File: src/rtl/core/tgr_pkg.sv
// ----------------------------------------------------------------------------
// tgr_pkg
// shared constants and the tempering function of the twisted gfsr generator
// ----------------------------------------------------------------------------
package tgr_pkg;

    localparam int STATE_WORDS     = 25;
    localparam int FEEDBACK_OFFSET = 7;

    // index into the word store, and position that can also hold STATE_WORDS
    localparam int IDX_W = $clog2(STATE_WORDS);
    localparam int POS_W = $clog2(STATE_WORDS + 1);

    localparam int WORD_W      = 32;
    localparam int WORD_IDX_W  = 5;
    localparam int CFG_IDX_W   = 1;

    localparam logic [WORD_W-1:0] TEMPER_MASK_A   = 32'h0056_b64a;
    localparam logic [WORD_W-1:0] TEMPER_MASK_B   = 32'hffff_b716;
    localparam logic [WORD_W-1:0] TWIST_EVEN_RST  = 32'h0000_0000;
    localparam logic [WORD_W-1:0] TWIST_ODD_RST   = 32'h8ebf_d028;

    // configuration register indexes
    localparam logic [CFG_IDX_W-1:0] REG_TWIST_EVEN = 1'b0;
    localparam logic [CFG_IDX_W-1:0] REG_TWIST_ODD  = 1'b1;

    // item modes
    localparam logic MODE_LOAD = 1'b0;
    localparam logic MODE_DRAW = 1'b1;

    function automatic logic [WORD_W-1:0] temper(input logic [WORD_W-1:0] y_in);
        logic [WORD_W-1:0] y;
        y = y_in;
        y = y ^ ((y & TEMPER_MASK_A) << 7);
        y = y ^ ((y & TEMPER_MASK_B) << 15);
        y = y ^ (y >> 16);
        return y;
    endfunction

endpackage

File: src/rtl/core/twisted_gfsr_random_generator_top.sv
// ----------------------------------------------------------------------------
// twisted_gfsr_random_generator_top
// tt800-style twisted gfsr generator with its word store in a small ram
// ----------------------------------------------------------------------------
// A load transaction (mode 0) writes one state word, or nothing for an index
// past the store, and the next draw then regenerates the whole store. A draw
// transaction (mode 1) reads its word from the ram and then loads the tempered
// word into the result register, after a full regeneration when one is due;
// in_stall stays high until the result is registered, so a new draw is not
// taken before the last one is through. Regeneration walks the store word by
// word: one cycle reads the word and the word FEEDBACK_OFFSET places ahead
// on the two read ports of the ram, the next cycle writes the updated word
// back. One item is worked on at a time; the result register lets the next
// transaction be accepted while a result still waits on out_stall. The store
// reads as zero after reset through per-word valid bits, so no clearing pass
// is needed. The user must write twist_even and twist_odd only while the
// block is idle; the block itself does not enforce it.
// ----------------------------------------------------------------------------
module twisted_gfsr_random_generator_top (
    input  logic                              clk,
    input  logic                              rst_n,
    // configuration write port
    input  logic                              cfg_wr_en,
    input  logic [tgr_pkg::CFG_IDX_W-1:0]     cfg_index,
    input  logic [tgr_pkg::WORD_W-1:0]        cfg_data,
    // input channel
    input  logic                              in_valid,
    output logic                              in_stall,
    input  logic                              mode,
    input  logic [tgr_pkg::WORD_IDX_W-1:0]    word_index,
    input  logic [tgr_pkg::WORD_W-1:0]        word_value,
    // output channel
    output logic                              out_valid,
    input  logic                              out_stall,
    output logic [tgr_pkg::WORD_W-1:0]        random_word
);
    import tgr_pkg::*;

    typedef enum logic [1:0] {
        ST_IDLE,
        ST_REGEN_RD,
        ST_REGEN_WR,
        ST_DRAW
    } state_t;

    state_t               state_reg, state_next;
    logic [POS_W-1:0]     pos_reg, pos_next;
    logic [IDX_W-1:0]     regen_idx_reg, regen_idx_next;
    logic [WORD_W-1:0]    twist_even_reg, twist_even_next;
    logic [WORD_W-1:0]    twist_odd_reg, twist_odd_next;
    logic                 out_valid_reg, out_valid_next;
    logic [WORD_W-1:0]    out_word_reg, out_word_next;
    logic [STATE_WORDS-1:0] word_valid_reg, word_valid_next;
    logic                 rd_a_valid_reg, rd_a_valid_next;
    logic                 rd_b_valid_reg, rd_b_valid_next;

    // word store: one write port, two registered read ports
    logic [WORD_W-1:0]    store_mem [STATE_WORDS];
    logic [WORD_W-1:0]    rd_a_data_reg, rd_b_data_reg;
    logic                 mem_we;
    logic [IDX_W-1:0]     mem_waddr;
    logic [WORD_W-1:0]    mem_wdata;
    logic                 mem_re;
    logic [IDX_W-1:0]     rd_a_addr, rd_b_addr;

    logic                 in_accept;
    logic                 out_free;
    logic [WORD_W-1:0]    word_a, word_b, regen_word;
    logic [IDX_W:0]       ahead_sum;
    logic [IDX_W-1:0]     ahead_idx;
    logic [IDX_W-1:0]     load_idx;

    assign in_stall    = (state_reg != ST_IDLE);
    assign in_accept   = in_valid && !in_stall;
    assign out_valid   = out_valid_reg;
    assign random_word = out_word_reg;
    assign out_free    = !out_valid_reg || !out_stall;

    // words never written read as zero
    assign word_a = rd_a_valid_reg ? rd_a_data_reg : '0;
    assign word_b = rd_b_valid_reg ? rd_b_data_reg : '0;

    // next state of the current word, twist picked by its old low bit
    assign regen_word = (word_a >> 1) ^ (word_a[0] ? twist_odd_reg : twist_even_reg) ^ word_b;

    // cyclic index of the feedback word
    assign ahead_sum = {1'b0, regen_idx_reg} + (IDX_W + 1)'(FEEDBACK_OFFSET);
    assign ahead_idx = (ahead_sum >= (IDX_W + 1)'(STATE_WORDS))
                     ? IDX_W'(ahead_sum - (IDX_W + 1)'(STATE_WORDS))
                     : ahead_sum[IDX_W-1:0];

    assign load_idx = IDX_W'(word_index);

    always_comb
    begin
        state_next      = state_reg;
        pos_next        = pos_reg;
        regen_idx_next  = regen_idx_reg;
        twist_even_next = twist_even_reg;
        twist_odd_next  = twist_odd_reg;
        out_valid_next  = out_valid_reg;
        out_word_next   = out_word_reg;
        word_valid_next = word_valid_reg;
        mem_we          = 1'b0;
        mem_waddr       = regen_idx_reg;
        mem_wdata       = regen_word;
        mem_re          = 1'b0;
        rd_a_addr       = pos_reg[IDX_W-1:0];
        rd_b_addr       = ahead_idx;

        // result register drains on a completed output transaction
        if (out_valid_reg && !out_stall)
        begin
            out_valid_next = 1'b0;
        end

        if (cfg_wr_en)
        begin
            unique case (cfg_index)
                REG_TWIST_EVEN: twist_even_next = cfg_data;
                REG_TWIST_ODD:  twist_odd_next  = cfg_data;
                default: ;
            endcase
        end

        unique case (state_reg)
            ST_IDLE:
            begin
                if (in_accept)
                begin
                    if (mode == MODE_LOAD)
                    begin
                        // out-of-range index writes nothing but still forces regen
                        if (int'(word_index) < STATE_WORDS)
                        begin
                            mem_we                    = 1'b1;
                            mem_waddr                 = load_idx;
                            mem_wdata                 = word_value;
                            word_valid_next[load_idx] = 1'b1;
                        end
                        pos_next = POS_W'(STATE_WORDS);
                    end
                    else if (pos_reg == POS_W'(STATE_WORDS))
                    begin
                        regen_idx_next = '0;
                        state_next     = ST_REGEN_RD;
                    end
                    else
                    begin
                        mem_re     = 1'b1;
                        state_next = ST_DRAW;
                    end
                end
            end

            ST_REGEN_RD:
            begin
                // fetch the word and its feedback partner
                mem_re     = 1'b1;
                rd_a_addr  = regen_idx_reg;
                state_next = ST_REGEN_WR;
            end

            ST_REGEN_WR:
            begin
                mem_we                         = 1'b1;
                word_valid_next[regen_idx_reg] = 1'b1;
                if (regen_idx_reg == IDX_W'(STATE_WORDS - 1))
                begin
                    // store refreshed, start the draw at word zero
                    pos_next   = '0;
                    mem_re     = 1'b1;
                    rd_a_addr  = '0;
                    state_next = ST_DRAW;
                end
                else
                begin
                    regen_idx_next = regen_idx_reg + 1'b1;
                    state_next     = ST_REGEN_RD;
                end
            end

            ST_DRAW:
            begin
                if (out_free)
                begin
                    out_valid_next = 1'b1;
                    out_word_next  = temper(word_a);
                    pos_next       = pos_reg + 1'b1;
                    state_next     = ST_IDLE;
                end
            end

            default: state_next = ST_IDLE;
        endcase

        rd_a_valid_next = mem_re ? word_valid_reg[rd_a_addr] : rd_a_valid_reg;
        rd_b_valid_next = mem_re ? word_valid_reg[rd_b_addr] : rd_b_valid_reg;
    end

    always_ff @(posedge clk or negedge rst_n)
    begin
        if (!rst_n)
        begin
            state_reg      <= ST_IDLE;
            pos_reg        <= POS_W'(STATE_WORDS);
            regen_idx_reg  <= '0;
            twist_even_reg <= TWIST_EVEN_RST;
            twist_odd_reg  <= TWIST_ODD_RST;
            out_valid_reg  <= 1'b0;
            word_valid_reg <= '0;
            rd_a_valid_reg <= 1'b0;
            rd_b_valid_reg <= 1'b0;
        end
        else
        begin
            state_reg      <= state_next;
            pos_reg        <= pos_next;
            regen_idx_reg  <= regen_idx_next;
            twist_even_reg <= twist_even_next;
            twist_odd_reg  <= twist_odd_next;
            out_valid_reg  <= out_valid_next;
            word_valid_reg <= word_valid_next;
            rd_a_valid_reg <= rd_a_valid_next;
            rd_b_valid_reg <= rd_b_valid_next;
        end
    end

    // payload register, no reset
    always_ff @(posedge clk)
    begin
        out_word_reg <= out_word_next;
    end

    // word store ram
    always_ff @(posedge clk)
    begin
        if (mem_we)
        begin
            store_mem[mem_waddr] <= mem_wdata;
        end
        if (mem_re)
        begin
            rd_a_data_reg <= store_mem[rd_a_addr];
            rd_b_data_reg <= store_mem[rd_b_addr];
        end
    end

endmodule

File: config.mk
export PLATFORM = sky130hd
export DESIGN_NAME = twisted_gfsr_random_generator_top
export DESIGN_NICKNAME = d
export VERILOG_FILES = /design/src/rtl/core/tgr_pkg.sv /design/src/rtl/core/twisted_gfsr_random_generator_top.sv
export SDC_FILE = /design/constraint.sdc
export NUM_CORES = 2
export LEC_CHECK = 0
export BUFFER_PORTS_ARGS = -buffer_cell sky130_fd_sc_hd__buf_2
export CELL_PAD_IN_SITES_DETAIL_PLACEMENT = 1
export CELL_PAD_IN_SITES_GLOBAL_PLACEMENT = 1
export CORE_UTILIZATION = 47
export DETAILED_ROUTE_END_ITERATION = 6
export PLACE_DENSITY_LB_ADDON = 0.1
export SYNTH_ARGS = -nofsm -noshare
export SYNTH_HDL_FRONTEND = slang
export SYNTH_SLANG_ARGS = --single-unit
File: constraint.sdc
create_clock -name clk -period 4.6 [get_ports clk]
set_input_delay 0.92 -clock clk [delete_from_list [all_inputs] [get_ports clk]]
set_output_delay 0.92 -clock clk [all_outputs]
set_load 0.03 [all_outputs]
======== Word level (Yosys, flattened, before mapping) ========
Memory sizes are Yosys's and may differ from the RTL's. A register that Yosys moved wholly into a read port is not among the register bits.
Cells that the tools add are included.
word-level totals
  RAM bits ................................ 800
  bits in registers ....................... 136
  memories ................................ 1
memories
  memory     depth  bits a word  read ports  clocked after Yosys merged registers in  write ports  line                                     text
  store_mem  25     32           2           2                                        1            twisted_gfsr_random_generator_top.sv:58  logic [WORD_W-1:0] store_mem [STATE_WORDS];
cells by class
  bitwise operators ....................... 8
  muxes and demuxes ....................... 55
  magnitude comparators ................... 8
  $add $sub $neg .......................... 4
  eq/ne operators ......................... 12
  reductions and logical operators ........ 19
operator list
  kind                   number
  $mux W32               7
  $mux W25               3
  $mux W5                13
  $xor A32 B32 Y32       2
  $or A25 B25 Y25        2
  $pmux W25 S2           1
  $xor A31 B32 Y32       1
  $xor A32 B16 Y32       1
  $xor A32 B30 Y32       1
  $lt A5 B6 Y1 const B   4
  $pmux W5 S2            2
  $mux W1                16
  $pmux W5 S3            1
  $ne A2 B2 Y1 const B   7
  $add A5 B1 Y5 const B  2
  $bmux W1 S5            2
  $demux W1 S5           2
  $eq A5 B5 Y1 const B   2
  $ge A5 B1 Y1 const B   2
  $mux W2                5
  $pmux W2 S4            1
  $reduce_and A4 Y1      2
  $add A5 B3 Y6 const B  1
  $ge A6 B5 Y1 const B   1
  other kinds (16)       25

======== Depth between registers and ports, before layout ========
  depth in word-level cells ............... 9
  mapped depth ............................ 18
  mapped depth without buffers ............ 10

======== Worst setup path after synthesis ========
No wires, ideal clock.
  path kind ............................... input -> register
  from .................................... input port word_index[1] (netlist bit)
  to ...................................... memory store_mem[24][0], enable pin
  library setup time ...................... 0.461 ns
  stages on the path ...................... 6
  arrival time ............................ 4.345 ns
  path buffers ............................ 1
  data required time ...................... 4.139 ns
  path slack .............................. -0.206 ns
  cell sequence ........................... clkbuf_1 > o311ai_0 > nand4_1 > nor3_1 > a41oi_1 > nor3_1
on the way
  word-level cells in the longest chain between the ends .. 7
ends and longest elaborated chain
  element                        line                                      text
  start, declared                twisted_gfsr_random_generator_top.sv:30   input logic [tgr_pkg::WORD_IDX_W-1:0] word_index,
  $lt A5 B5 Y1                   twisted_gfsr_random_generator_top.sv:134  if (int'(word_index) < STATE_WORDS)
  $mux W1                        twisted_gfsr_random_generator_top.sv:134
  $mux W1                        twisted_gfsr_random_generator_top.sv:131  if (mode == MODE_LOAD)
  $mux W1                        twisted_gfsr_random_generator_top.sv:129  if (in_accept)
  $pmux W1 S2                    twisted_gfsr_random_generator_top.sv:126  unique case (state_reg)
  $mux W1                        twisted_gfsr_random_generator_top.sv:238  if (mem_we)
  $mux W1 (not written as such)  twisted_gfsr_random_generator_top.sv:240  store_mem[mem_waddr] <= mem_wdata;
  end, declared                  twisted_gfsr_random_generator_top.sv:58
Parallel ways exist; a longest one is shown, timed or not.

======== Worst setup path after layout ========
  from .................................... register regen_idx_reg[0]
  to ...................................... register rd_b_data_reg[9], read port of store_mem, data pin
on the way
  word-level cells in the longest chain between the ends .. 3
ends and longest elaborated chain
  element                                        line                                                                               text
  start, declared                                twisted_gfsr_random_generator_top.sv:48                                            logic [IDX_W-1:0] regen_idx_reg, regen_idx_next;
  start signal, assigned                         twisted_gfsr_random_generator_top.sv:219                                           regen_idx_reg <= regen_idx_next;
  $add A5 B3 Y6 or $eq A5 B5 Y1 (tied branches)  twisted_gfsr_random_generator_top.sv:87, twisted_gfsr_random_generator_top.sv:168
  $sub A5 B5 Y5 (tied with other cells)          twisted_gfsr_random_generator_top.sv:89                                            ? IDX_W'(ahead_sum - (IDX_W + 1)'(STATE_WORDS))
  $mux W5 or $pmux W1 S3 (tied branches)         twisted_gfsr_random_generator_top.sv:89, twisted_gfsr_random_generator_top.sv:126
  end, declared                                  twisted_gfsr_random_generator_top.sv:59                                            logic [WORD_W-1:0] rd_a_data_reg, rd_b_data_reg;
Parallel ways exist; a longest one is shown, timed or not.
A chain may end at the register's enable or synchronous reset.

==> impl_metrics.ini <==
[status]
status = finished clean

[sta]
rsz0062_at_grt = no
hold_slack_ns = 0.1841
max_freq_mhz = 234.5
worst_slack_ns = 0.3348
period_share = 0.9272
layout_min_cycle_time_ns = 4.265
slew_violations = 0
fin_setup_tns_ns = 0
setup_violations = 0
worst_pin_slew_ns = 1.389
slew_headroom = 0.07069
final-hold-violation-count = 0
fin_skew_ns = 0.03939

[place]
portBuffers = 109
pre_cts_ws_ns = 0.3749
dpl_cell_area_um2 = 54630
gp_congestion = 0.8962
dpl.hpwl_um = 123900

[setup_path]
max_stage_delay_ns = 1.09
crit_family = compound AO/OA/AOI/OAI gates
worstPathCellList = inv_4 -> ha_1 -> nor3b_1 -> a2111oi_2 -> a31oi_4 -> nand2_1 -> o21ai_4 -> buf_4 -> a32o_1 -> o311ai_1
reg2reg_depth = 10
timing.rr.start = regen_idx_reg[0]
reg2reg_to = rd_b_data_reg[9]
cp-start-kind = flop
critPathSlowestCell = o21ai_4
cp_max_fo = 24
crit_arrival_ns = 4.71
worstPathRequired_ns = 5.04
worst-path-buf-inv = 2
regToRegSetupSlack_ns = 0.33
worstSetupPathType = reg -> reg
end_kind = flop

[global_routing]
gr-total-overflow = 0
grt_antenna_before_repair = 13
grt_pass1_vias = 40830
grt_pass1_wl_um = 288400
grtUsageTotal = 0.3575
grt_max_degree = 140

[die]
die_w_um = 332.7
dieArea_um2 = 110700
die_h_um = 332.7
core_area_um2 = 107800
ios = 110
initial_core_util = 0.4767
row_count = 120

[synth]
synth-edff-count = 896
syn_nets = 4533
seq_area_frac_synth = 0.5746
dominantRegCellSynth = edfxtp_1
avgSynthCellArea_um2 = 11.57
syn_area_um2 = 51390
synthCells = 4442
yosysWarnings = 0
synthDistinctLibCells = 72
async_reset_ff_frac = 0.1040
ys_ff_latch = 1000

[power]
p_leak_uw = 0.01972
ir_drop_mv = 0.8269
p_per_area_nw_per_um2 = 878.3

[route]
viasPerCell = 7.007
via_count = 41790
wl_per_cell_um = 33.84
drtIter0Drc = 5294
drt_first_pass_iters = 6
wl_um = 201800
drtAntennaViolNets = 0
drc = 0

[clocking]
post_cts_buffers = 0
cts_buffers = 109
htree_levels = 3
clock_latency_ns = 0.73
root_buffer = clkbuf_16
cts_resized = 0
cts_tree = built
cts.sinks = 1000
path_clk_slew_ns = 0.06
ctsHoldBuffers = 0
clk_path_buf_depth = 3

[min_path]
min-delay-path-class = in -> async

[final_layout]
fin_area_um2 = 58360
syn2layout_area_growth_pct = 13.55
largest_register_ffs = 800
fin_nets = 4559
top_register = store_mem
drive_above_1_share = 0.1895

[job]
maxCapViolCount = 0
-- how the worst max path moves through the flow --
stage | startpoint | slack, ns | cells after the start | endpoint
2_1_floorplan | word_index[1] | 0.35 | 8 | store_mem[10][0]
3_3_place_gp | regen_idx_reg[0] | 0.51 | 11 | rd_b_data_reg[30]
3_5_place_dp | regen_idx_reg[0] | 0.37 | 11 | rd_b_data_reg[30]
4_1_cts | regen_idx_reg[0] | 0.39 | 11 | rd_b_data_reg[30]
5_1_grt | regen_idx_reg[0] | 0.15 | 12 | rd_b_data_reg[31]
6_report | regen_idx_reg[0] | 0.33 | 10 | rd_b_data_reg[9]
-- cell type report --
| cell class | instances | area [um^2] |
|---|---|---|
| Clock buffer | 129 | 2833 |
| Multi-Input combinational cell | 3028 | 20690 |
| Sequential cell | 1000 | 29540 |
| Antenna cell | 2 | 5.005 |
| Fill cell | 11040 | 49450 |
| Clock inverter | 73 | 890.9 |
| Timing Repair Buffer | 312 | 2572 |
| Inverter | 17 | 67.56 |
| Tap cell | 1403 | 1755 |
-- synthesized netlist by cell type (all sizes together) (28+ instances only) --
| master | instances | area share |
|---|---|---|
| mux2i | 158 | 0.031 |
| a21o | 28 | 0.0041 |
| edfxtp | 896 | 0.52 |
| dfrtp | 85 | 0.041 |
| a31o | 29 | 0.0049 |
| and3 | 59 | 0.0072 |
| nand3 | 181 | 0.018 |
| a21oi | 110 | 0.011 |
| a32o | 30 | 0.0058 |
| buf | 147 | 0.013 |
| nand2 | 716 | 0.052 |
| a32oi | 34 | 0.0058 |
| a22oi | 85 | 0.012 |
| a221oi | 84 | 0.014 |
| a311oi | 42 | 0.0072 |
| a31oi | 66 | 0.0083 |
| o311ai | 31 | 0.0053 |
| o22ai | 148 | 0.018 |
| o21ai | 251 | 0.025 |
| mux4 | 92 | 0.040 |
| clkbuf | 250 | 0.018 |
| a211oi | 34 | 0.0050 |
| nor2 | 181 | 0.013 |
| nor3 | 194 | 0.019 |
| xnor2 | 86 | 0.015 |
| mux2 | 161 | 0.035 |
-- worst reg2reg max path: cells and delay by family (launching register included) --
kind	cells	cell delay, ns
fa+ha+maj	1	0.40
flops	1	0.58
buf+inv	2	0.55
simple gates	2	0.62
compound gates	5	1.86
-- cell families after synthesis --
kind of cell,after synthesis,share of synthesized area
adders and majority gates,15,0.003652
muxes,411,0.1064
DFF,1000,0.5746
AOI/OAI and AO/OA,1056,0.1408
and+or+nand+nor,1439,0.1233
xor gates and xnor gates,107,0.01824
buffers and inverters,414,0.03299
-- power breakdown --
part	internal, uW	switching (uW)
clock network	5500	3800
registers	14400	1060
logic	8190	18300
total	28100	23200
-- cells in the final DEF, fill, tap and decap left out, types with 29 or more instances in the layout --
| cell type | count |
|---|---|
| mux2_2 | 160 |
| mux4_2 | 92 |
| clkbuf_16 | 109 |
| dfrtp_1 | 82 |
| a31o_2 | 29 |
| a32oi_1 | 34 |
| a22oi_1 | 82 |
| nand3_1 | 180 |
| o21ai_0 | 246 |
| mux2i_1 | 157 |
| nor3_1 | 188 |
| a211oi_1 | 34 |
| and3_1 | 58 |
| edfxtp_1 | 896 |
| o22ai_1 | 147 |
| nor2_1 | 153 |
| xnor2_1 | 84 |
| a31oi_1 | 65 |
| a221oi_1 | 84 |
| buf_2 | 108 |
| a32o_1 | 30 |
| buf_4 | 164 |
| nand2_1 | 713 |
| buf_12 | 40 |
| a21oi_1 | 94 |
| a311oi_1 | 42 |
-- per-layer routing --
metal	part of all wire	global-route usage
met1	0.40	0.4927
met2	0.45	0.5545
met3	0.11	0.08256
met4	0.036	0.1244
met5	0.000064	0
-- per-stage QoR --
stage                 util  total power [uW]  cells
finish              0.5413             51260   5964
detailed placement  0.5067             41280   5760
global route        0.5413             52650   5962
global placement    0.5067             40820   5760
floorplan                -             30100   4442
CTS                 0.5413             50570   5962
Note: power is estimated with default switching activity, not from simulation.
